$ cat src/design/slit_pkg.sv
// ----------------------------------------------------------------------------
// slit_pkg: shared types and constants for the speed limit interval table
// Sizes, request codes, controller states and the ctrl/datapath bundles.
// ----------------------------------------------------------------------------
package slit_pkg;

	localparam int MaxIntervals = 32;
	localparam int IdxW = $clog2(MaxIntervals);
	localparam int CntW = $clog2(MaxIntervals + 1);
	localparam int PieceCap = 3 * MaxIntervals + 1;
	localparam int PcW = $clog2(PieceCap + 1);
	localparam int PosW = 32;
	localparam int LimW = 16;
	localparam int OutCntW = 6;

	localparam logic REQ_INSERT = 1'b0;
	localparam logic REQ_LOOKUP = 1'b1;

	typedef enum logic [2:0] {
		ST_IDLE,
		ST_LOOK,
		ST_WALK,
		ST_TAIL,
		ST_SORT,
		ST_COPY,
		ST_DONE
	} state_t;

	typedef struct packed {
		logic load;      // latch request fields
		logic look_step; // examine entry idx
		logic walk_step; // split entry idx into pieces
		logic tail;      // emit final new-range piece
		logic sort_step; // one insertion-sort step
		logic copy_step; // write scratch back to table
		logic commit;    // set count from piece count
		logic fin;       // latch the result word
	} cmd_t;

	typedef struct packed {
		logic req_type;
		logic idx_last;   // idx reached count
		logic look_hit;
		logic sort_done;
		logic copy_done;
		logic over;       // pieces exceed capacity
	} sts_t;

endpackage

$ cat src/design/slit_ctrl.sv
// ----------------------------------------------------------------------------
// slit_ctrl: sequencer of the interval table
// Steps lookup scans, merge walks, the sort and the write-back.
// ----------------------------------------------------------------------------
module slit_ctrl (
	input  logic          clk,
	input  logic          arst_n,
	input  logic          in_valid,
	output logic          in_ready,
	output logic          out_valid,
	input  logic          out_ready,
	input  slit_pkg::sts_t sts,
	output slit_pkg::cmd_t cmd
);
	import slit_pkg::*;

	state_t state_q, state_d;
	logic   ov_q;

	always_ff @(posedge clk or negedge arst_n) begin
		if (!arst_n) begin
			state_q <= ST_IDLE;
			ov_q <= 1'b0;
		end else begin
			state_q <= state_d;
			if (cmd.fin)
				ov_q <= 1'b1;
			else if (ov_q && out_ready)
				ov_q <= 1'b0;
		end
	end

	assign out_valid = ov_q;

	always_comb begin
		state_d = state_q;
		cmd = '0;
		in_ready = 1'b0;
		case (state_q)
			ST_IDLE: begin
				in_ready = 1'b1;
				if (in_valid) begin
					cmd.load = 1'b1;
					state_d = ST_LOOK;
				end
			end
			ST_LOOK: begin
				// first cycle after load chooses the path
				if (sts.req_type == REQ_INSERT) begin
					state_d = ST_WALK;
				end else if (sts.idx_last || sts.look_hit) begin
					state_d = ST_DONE;
				end else begin
					cmd.look_step = 1'b1;
				end
			end
			ST_WALK: begin
				if (sts.idx_last) begin
					state_d = ST_TAIL;
				end else begin
					cmd.walk_step = 1'b1;
				end
			end
			ST_TAIL: begin
				cmd.tail = 1'b1;
				state_d = ST_SORT;
			end
			ST_SORT: begin
				if (sts.over) begin
					state_d = ST_DONE;
				end else if (sts.sort_done) begin
					state_d = ST_COPY;
				end else begin
					cmd.sort_step = 1'b1;
				end
			end
			ST_COPY: begin
				if (sts.copy_done) begin
					cmd.commit = 1'b1;
					state_d = ST_DONE;
				end else begin
					cmd.copy_step = 1'b1;
				end
			end
			ST_DONE: begin
				// hold the finished word until the result register is free
				if (!ov_q || out_ready) begin
					cmd.fin = 1'b1;
					state_d = ST_IDLE;
				end
			end
			default: state_d = ST_IDLE;
		endcase
	end
endmodule

$ cat config.mk
export PLATFORM = sky130hd
export DESIGN_NAME = slit_ctrl
export DESIGN_NICKNAME = d
export VERILOG_FILES = /design/src/design/slit_pkg.sv /design/src/design/slit_ctrl.sv
export SDC_FILE = /design/constraint.sdc
export NUM_CORES = 1
export LEC_CHECK = 0
export ABC_AREA = 1
export BUFFER_PORTS_ARGS = -buffer_cell sky130_fd_sc_hd__buf_2
export CELL_PAD_IN_SITES_DETAIL_PLACEMENT = 1
export CELL_PAD_IN_SITES_GLOBAL_PLACEMENT = 2
export CORE_AREA = 2 2 49 51
export CTS_CLUSTER_DIAMETER = 100
export DETAILED_ROUTE_END_ITERATION = 10
export DIE_AREA = 0 0 51 53
export PLACE_DENSITY_LB_ADDON = 0.1
export SLEW_MARGIN = 20
export SYNTH_ARGS = -nofsm -noshare
export SYNTH_HDL_FRONTEND = slang
export SYNTH_SLANG_ARGS = --single-unit
$ cat constraint.sdc
create_clock -name clk -period 1.2 [get_ports clk]
set_input_delay 0.06 -clock clk [delete_from_list [all_inputs] [get_ports clk]]
set_output_delay 0.06 -clock clk [all_outputs]
set_load 0.02 [all_outputs]
# Word-level counts from Yosys, hierarchy flattened
# Index checks and enable logic that the tools add are counted.
[classes]
n_eq_ne = 12
n_mux = 28
n_reduce_logical = 7
[op_table]
columns = ["operator", "count"]
rows = [
  ["2-to-1 mux 3 bit", 8],
  ["case mux 3 bit (7 select lines)", 1],
  ["2-to-1 mux 1 bit", 18],
  ["equality test 3 bit (second input constant)", 3],
  ["!= test 2 bit (second input constant)", 4],
  ["equality test 3 x 2 -> 1 bit (second input constant)", 2],
  ["!= test 3 bit (second input constant)", 2],
  ["AND reduction 6 bit", 1],
  ["equality test 3 x 1 -> 1 bit (second input constant)", 1],
  ["logical NOT 3 bit", 1],
  ["logical OR 1 bit", 2],
  ["2-to-1 mux 2 bit", 1],
  ["nonzero test 2 bit", 1],
  ["logical AND 1 bit", 1],
  ["logical NOT 1 bit", 1],
]
[word_totals]
regBits = 4
input_bits = 10
word_cells = 49

# Logic depth before layout (Yosys ltp)
# Gate-level depths: netlist (run 1).
[depth]
ltp_word = 5
depth_mapped = 9

# Worst setup path after synthesis (run 1)
# Ideal clock, no wire load.
[synth_path]
kind = "register to register"
from = "reg state_q[0]"
to = "reg state_q[0]"
setup_time_ns = 0.116
arrival_ns = 1.221
required_ns = 1.084
path_slack_ns = -0.138
stages_incl_launch_ff = 8
period_less_slack_ns = 1.338
path_cell_list = "dfrtp_1 -> buf_6 -> nor2_2 -> nand2_1 -> nor2_1 -> nor2_2 -> nand3_1 -> nand2_1"
[synth_between]
elab_chain_len = 3
[synth_lines]
columns = ["element", "line_no", "source"]
rows = [
  ["from (decl)", "slit_ctrl.sv:17", "state_t state_q, state_d;"],
  ["from (signal assigned)", "slit_ctrl.sv:25", "state_q <= state_d;"],
  ["equality test 3 x 1 -> 1 bit (tied with other cells)", "slit_ctrl.sv:39", "case (state_q)"],
  ["!= test 3 bit (no source line) or != test 2 bit (tied branches)", "-", ""],
  ["AND reduction 6 bit (no source line)", "-", ""],
]
# Several ways; a longest one is shown, not always the timed one.
# A chain may end at the register's enable or synchronous reset.

==> flow_metrics.tcl, run 1 <==
set metrics [dict create \
    outcome "complete, but fails checks" \
    violated_checks "negative setup slack" \
    final_setup_violations 12 \
    startpoint_type "flop" \
    rows 17 \
    cts_tree "done" \
    rsz0062_at_grt "true" \
    worst_slack_ps -115.2 \
    clockRootBuffer "clkbuf_4" \
    die_area_um2 2703 \
    drt_pre_antenna_iters 2 \
    cp_data_arrival_time_ps 1260 \
    multi_input_comb_area_um2 281.5 \
    detail_route.wl_per_cell_um 10.23 \
    core_um2 2148 \
    drcViolationCount 0 \
    synth.cell_area_um2 379.1 \
    timing.fmax_ghz 0.7603 \
    finalClockSkew_ps 0.4568 \
    initial_antenna_violation_count 0 \
    gpl.final_weighted_congestion 0.7048 \
    ir_drop_uv 781.7 \
    finalHoldViolations 0 \
    synth_warn 0 \
    flow.area_growth_from_synthesis_pct 108.6 \
    io-pin-count 20 \
    cts-root-to-sink-buffers 2 \
    crit_fanout 6 \
    timing_worst_slew_pin_value_ps 232.5 \
    synth_seq_cells 4 \
    maxCapViolations 0 \
    final.hold.worst_slack_ps 29.35 \
    antennaDiodeCount 0 \
    cts.reportedPaths.clkPinSlew_ps 40 \
    floorplan.initialDensity 0.1765 \
    timing.final.crit_period_ps 1315 \
    detailed_place_hpwl_um 974.4 \
    syn_avg_cell_area_um2 6.215 \
    worst_setup_path_end_kind "primary output" \
    final_common_cell "buf_4" \
    worstSkewPairLatency_ps 240 \
    vias_per_cell 4.047 \
    ant_nets 0 \
    vias 518 \
    final_layout_size_suffix_gt1_frac 0.6500 \
    cts_sinks 4 \
    seq_area_um2 103.9 \
    globalRouteOverflowTotal 0 \
    timing.setup.tns_ps -659.3 \
    initialDrtViolationCount 2 \
    height_of_the_die_um 53 \
    input_output_buffers 19 \
    pre_cts_ws_ps -55.81 \
    vias_in_the_first_global_route 539 \
    postSynthCellCount 61 \
    ys_seq_area_frac 0.2640 \
    routed_wl_um 1310 \
    criticalPathCategory "flop to primary output" \
    final_net_count 112 \
    grtUsageTotal 0.1068 \
    slew-limit-headroom 0.8434 \
    slew_viol_final 0 \
    final.fill_count 272 \
    dieWidth_um 51 \
    worst_min_delay_path_category "input pin to flop" \
    syn_nets 71 \
    most_frequent_cells_in_the_layout "17 x buf_4, 11 x nand2_1, 10 x buf_2, 10 x buf_6, 8 x inv_1" \
    wire_length_of_the_first_global_routing_pass_um 2214 \
    yosys.cell_types.count 17 \
    cts-buffers-inserted 3 \
    cts_htree_levels 1 \
    worstHoldPathCells 2 \
    ff2ff_path_depth 9 \
    post_route_fraction_of_the_period_consumed_by_the_critical_path 1.096 \
    grt_start_max_net_pins 9 \
    critPathRequiredTime_ps 1140 \
    power.static_leakage_nw 0.4141 \
    cellPowerDensity_nw_per_um2 2450 \
]
## power breakdown
part	internal (mW)	switching, mW	total [mW]
Sequential	0.217	0.131	0.348
Combinational	0.720	0.699	1.42
Clock	0.112	0.0590	0.171
## worst paths after layout
path / start / endpoint / slack [ps]
setup reg to reg: state_q[2]$_DFFE_PN0P_ / state_q[0]$_DFFE_PN0P_ / -60
setup / recovery: state_q[1]$_DFFE_PN0P_ / cmd[1] / -120
min in group asynchronous: arst_n / state_q[2]$_DFFE_PN0P_ / 160
hold / removal: out_ready / out_valid$_DFFE_PN0P_ / 30
hold reg to reg: out_valid$_DFFE_PN0P_ / out_valid$_DFFE_PN0P_ / 550
max in group asynchronous: arst_n / state_q[1]$_DFFE_PN0P_ / 900
## registers in the layout (all words and copies together), names as in the netlist
name       count
out_valid      1
state_q        3
## cells in the mapped netlist
cell | n | area [um^2]
nand3_1 | 6 | 30.03
or2_2 | 1 | 6.260
inv_1 | 11 | 41.29
nor2_2 | 4 | 25.02
buf_6 | 2 | 22.52
nor2_1 | 9 | 33.78
nand2_2 | 3 | 18.77
inv_2 | 1 | 3.750
nor4_1 | 1 | 6.260
o21ai_0 | 2 | 10.01
nor2_4 | 1 | 11.26
a21boi_0 | 1 | 7.510
and3_1 | 1 | 6.260
nand4_1 | 1 | 6.260
dfrtp_1 | 4 | 100.1
nor3_1 | 1 | 5.000
nand2_1 | 12 | 45.04
## worst max-delay path, stage by stage (launching register included)
cell	delay, ps
dfrtp_2	470
buf_6	150
nor4_4	230
buf_4	170
## area by class of cell
cell class / instances / share of cell area
well taps: 28 / 0.04430
inverters: 12 / 0.06013
multi-input cells: 43 / 0.3560
clock buffers: 3 / 0.02848
flip-flops and latches: 4 / 0.1313
repair buffers: 38 / 0.3797
## cells by family (layout without fill, tap and decap cells)
group / Yosys count / in the layout / synth area share
simple gates: 40 / 40 / 0.5116
buf+inv: 14 / 53 / 0.1782
flops: 4 / 4 / 0.2640
compound gates: 3 / 3 / 0.04621
## layer usage
layer,vias to the layer above,routed length [um],track usage
met5,-,0,0
met4,0,0,0.04054
met1,239,554,0.1261
met2,14,705,0.1970
met3,0,50,0.01130
li1,265,-,-
## per-stage QoR
step / utilization / power [mW] / cells / area (um^2)
2_1_floorplan: - / 0.9478 / 61 / 400.4
3_3_place_gp: 0.2644 / 1.265 / 114 / 568.0
3_5_place_dp: 0.2644 / 1.252 / 114 / 568.0
4_1_cts: 0.3425 / 1.807 / 127 / 735.7
5_1_grt: 0.3681 / 2.120 / 128 / 790.8
6_report: 0.3681 / 1.937 / 128 / 790.8
## what timing repair did
item,4_1_cts,5_1_grt
resized for setup,24,14
hold endpoints to repair,4,0
setup endpoints to repair,12,12
hold buffers,1,0
pin swaps,5,3
setup buffers,9,1
Power figures use the tool's default switching activity.
==> inputs of run 2 (changes only) <==
Settings changed: ABC_AREA 1 to default, CORE_AREA 2 2 49 51 to 2 2 47 49, DIE_AREA 0 0 51 53 to 0 0 49 51.
==> run 2 against run 1 <==
  * The run still ends with negative setup slack left
  * Via count decreased by 20%
  * Sequential power is 21% lower
  * Die area shrank 7.5%
  * Power fell by 19%
  * Cell area shrank 18%
  * Sequential share of layout area rose by 2.6 points
==> flow_metrics.tcl, run 2 <==
set metrics [dict create \
    final.fill_count 254 \
    final_common_cell "buf_4" \
    reg_to_reg_critical_path_startpoint "state_q[1]$_DFFE_PN0P_" \
    cellPowerDensity_nw_per_um2 2400 \
    synth_top_flop_cell "dfrtp_1" \
    final.hold.worst_slack_ps 157.6 \
    vias 413 \
    critPathRequiredTime_ps 1320 \
    most_frequent_cells_in_the_layout "11 x buf_4, 10 x buf_2, 8 x buf_6, 5 x nor2_1, 4 x o21ai_0" \
    drt_pre_antenna_iters 4 \
    worst_slack_ps -235.9 \
    io-pin-count 20 \
    worst_setup_path_end_kind "flop" \
    syn_avg_cell_area_um2 8.301 \
    pre_cts_ws_ps -203.2 \
    cpMaxStageDelayCell "dfrtp_2" \
    p_sw_frac 0.4231 \
    cts.reportedPaths.clkPinSlew_ps 40 \
    synthDominantCellAreaShare 0.2941 \
    globalRouteOverflowTotal 0 \
    syn_nets 51 \
    synth-edff-count 0 \
    wire_length_of_the_first_global_routing_pass_um 2007 \
    vias_per_cell 4.089 \
    final_layout_size_suffix_gt1_frac 0.6301 \
    maxCapViolations 0 \
    path_cells "nor4_1, and3_2, nand3b_4, mux2_4" \
    slew_viol_final 0 \
    ir_drop_uv 671.9 \
    cts_sinks 4 \
    registers.top_by_ff_count "state_q" \
    synth_seq_cells 4 \
    grt_start_max_net_pins 9 \
    finalHoldViolations 0 \
    cts_htree_levels 1 \
    layout_utilization 0.3159 \
    antennaDiodeCount 0 \
    rows 17 \
    synth.cell_area_um2 340.3 \
    clockRootBuffer "clkbuf_4" \
    power.share.combinational 0.704 \
    worst_min_delay_path_category "input pin to async pin" \
    ant_nets 0 \
    path_delay_family "simple AND/OR/NAND/NOR gates" \
    vias_in_the_first_global_route 451 \
    critPathBufInv 0 \
    ys_seq_area_frac 0.2941 \
    timing.final.crit_period_ps 1436 \
    largest_register_ff_count 3 \
    timing_worst_slew_pin_value_ps 321.4 \
    timing.fmax_ghz 0.6964 \
    die_area_um2 2499 \
    synth_top_cells_by_count "5 x nor2_1, 5 x o21ai_0, 4 x dfrtp_1, 3 x nor3_1" \
    max_stage_delay_ps 410 \
    net-switching-power_mw 0.6620 \
    rsz0062_at_grt "true" \
    asyncSetResetFlopFracSynth 1.000 \
    cts-buffers-inserted 3 \
    drcViolationCount 0 \
    gpl.final_weighted_congestion 0.6831 \
    violated_checks "negative setup slack" \
    worst-r2r-setup-slack_ps -240 \
    synth_area_leader_cell "dfrtp_1" \
    cts_tree "done" \
    cts-root-to-sink-buffers 2 \
    ff2ff_path_depth 4 \
    finalClockSkew_ps 4.703 \
    detailed_place_hpwl_um 906.8 \
    share_seq_of_total_power 0.176 \
    detail_route.wl_per_cell_um 11.40 \
    number_of_standard_cells_in_the_final_layout_excluding_fillers 101 \
    worstSkewPairLatency_ps 240 \
    yosys.cell_types.count 23 \
    outcome "complete, but fails checks" \
    clkPwrFrac 0.120 \
    power.static_leakage_nw 0.3198 \
    timing.setup.tns_ps -2006 \
    routed_wl_um 1151 \
    startpoint_type "flop" \
    input_output_buffers 19 \
    critical_path.reg2reg.endpoint "state_q[0]$_DFFE_PN0P_" \
    initial_antenna_violation_count 0 \
    cp_data_arrival_time_ps 1550 \
    grtUsageTotal 0.1087 \
    final_setup_violations 12 \
    post_route_fraction_of_the_period_consumed_by_the_critical_path 1.197 \
    dp.cells 95 \
    synth_warn 0 \
    postSynthCellCount 41 \
    crit_fanout 2 \
    cellInternalPower_mw 0.9027 \
    floorplan.initialDensity 0.1649 \
    netlist_top_cells_area "dfrtp_1 29%, o21ai_0 7.4%, nand3b_4 5.9%" \
    final_net_count 84 \
    slew-limit-headroom 0.7841 \
    dieWidth_um 49 \
    height_of_the_die_um 51 \
    initialDrtViolationCount 8 \
    criticalPathCategory "flop to flop" \
    flow.area_growth_from_synthesis_pct 91.54 \
    core_um2 2063 \
]
-- run 2: worst register-to-register path, delay by kind of cell (launching register included) --
family	cells	cell delay, ps
simple gates	3	610
flops	1	410
mux	1	290
-- run 2: through the flow --
step	total power [mW]	instance area, um^2
after detailed placement	1.187	536.8
final	1.565	651.9
after floorplan	0.8460	357.8
after global routing	1.716	651.9
after global placement	1.199	536.8
after CTS	1.573	648.1
-- run 2: kinds of logic after synthesis --
group,synth area share
simple gates,0.4228
compound gates,0.1618
flops,0.2941
buf+inv,0.07722
mux,0.04410
-- run 2: area by class of cell --
| type | instances | area (um^2) | share of cell area |
|---|---|---|---|
| sequential | 4 | 102.6 | 0.1574 |
| multi-input combinational | 33 | 247.7 | 0.3800 |
| clock buffer | 4 | 26.28 | 0.04031 |
| timing repair buffer | 30 | 232.7 | 0.3570 |
| tap | 28 | 35.03 | 0.05374 |
| inverter | 2 | 7.507 | 0.01152 |
-- run 2: repair_timing --
item / CTS / global route
buffers inserted: 1 / 0
gates cloned: 0 / 0
hold endpoints to repair: 4 / 0
hold buffers: 1 / 0
resized for setup: 22 / 2
pin swaps: 4 / 1
endpoints found under the setup margin: 12 / 13
-- run 2: worst max-delay path by stage --
stage | end | cells after the start | from | slack (ps)
2_1_floorplan | state_q[0]$_DFFE_PN0P_ | 4 | state_q[1]$_DFFE_PN0P_ | -310
3_3_place_gp | state_q[0]$_DFFE_PN0P_ | 4 | state_q[1]$_DFFE_PN0P_ | -240
3_5_place_dp | state_q[0]$_DFFE_PN0P_ | 4 | state_q[1]$_DFFE_PN0P_ | -200
4_1_cts | cmd[5] | 4 | state_q[0]$_DFFE_PN0P_ | -240
5_1_grt | cmd[2] | 6 | state_q[1]$_DFFE_PN0P_ | -310
6_report | state_q[0]$_DFFE_PN0P_ | 4 | state_q[1]$_DFFE_PN0P_ | -240
-- run 2: power by group through the flow --
stage	registers (mW)	logic [mW]	clock network, mW
6_report	0.276	1.10	0.187
5_1_grt	0.292	1.21	0.213
4_1_cts	0.278	1.09	0.204
3_5_place_dp	0.268	0.919	0
3_3_place_gp	0.268	0.931	0
2_1_floorplan	0.285	0.561	0
-- run 2: per-layer routing --
| metal | track usage | part of all wire |
|---|---|---|
| met1 | 0.1342 | 0.45 |
| met2 | 0.1826 | 0.50 |
| met3 | 0.008772 | 0.045 |
| met4 | 0.07143 | 0 |
| met5 | 0 | 0 |
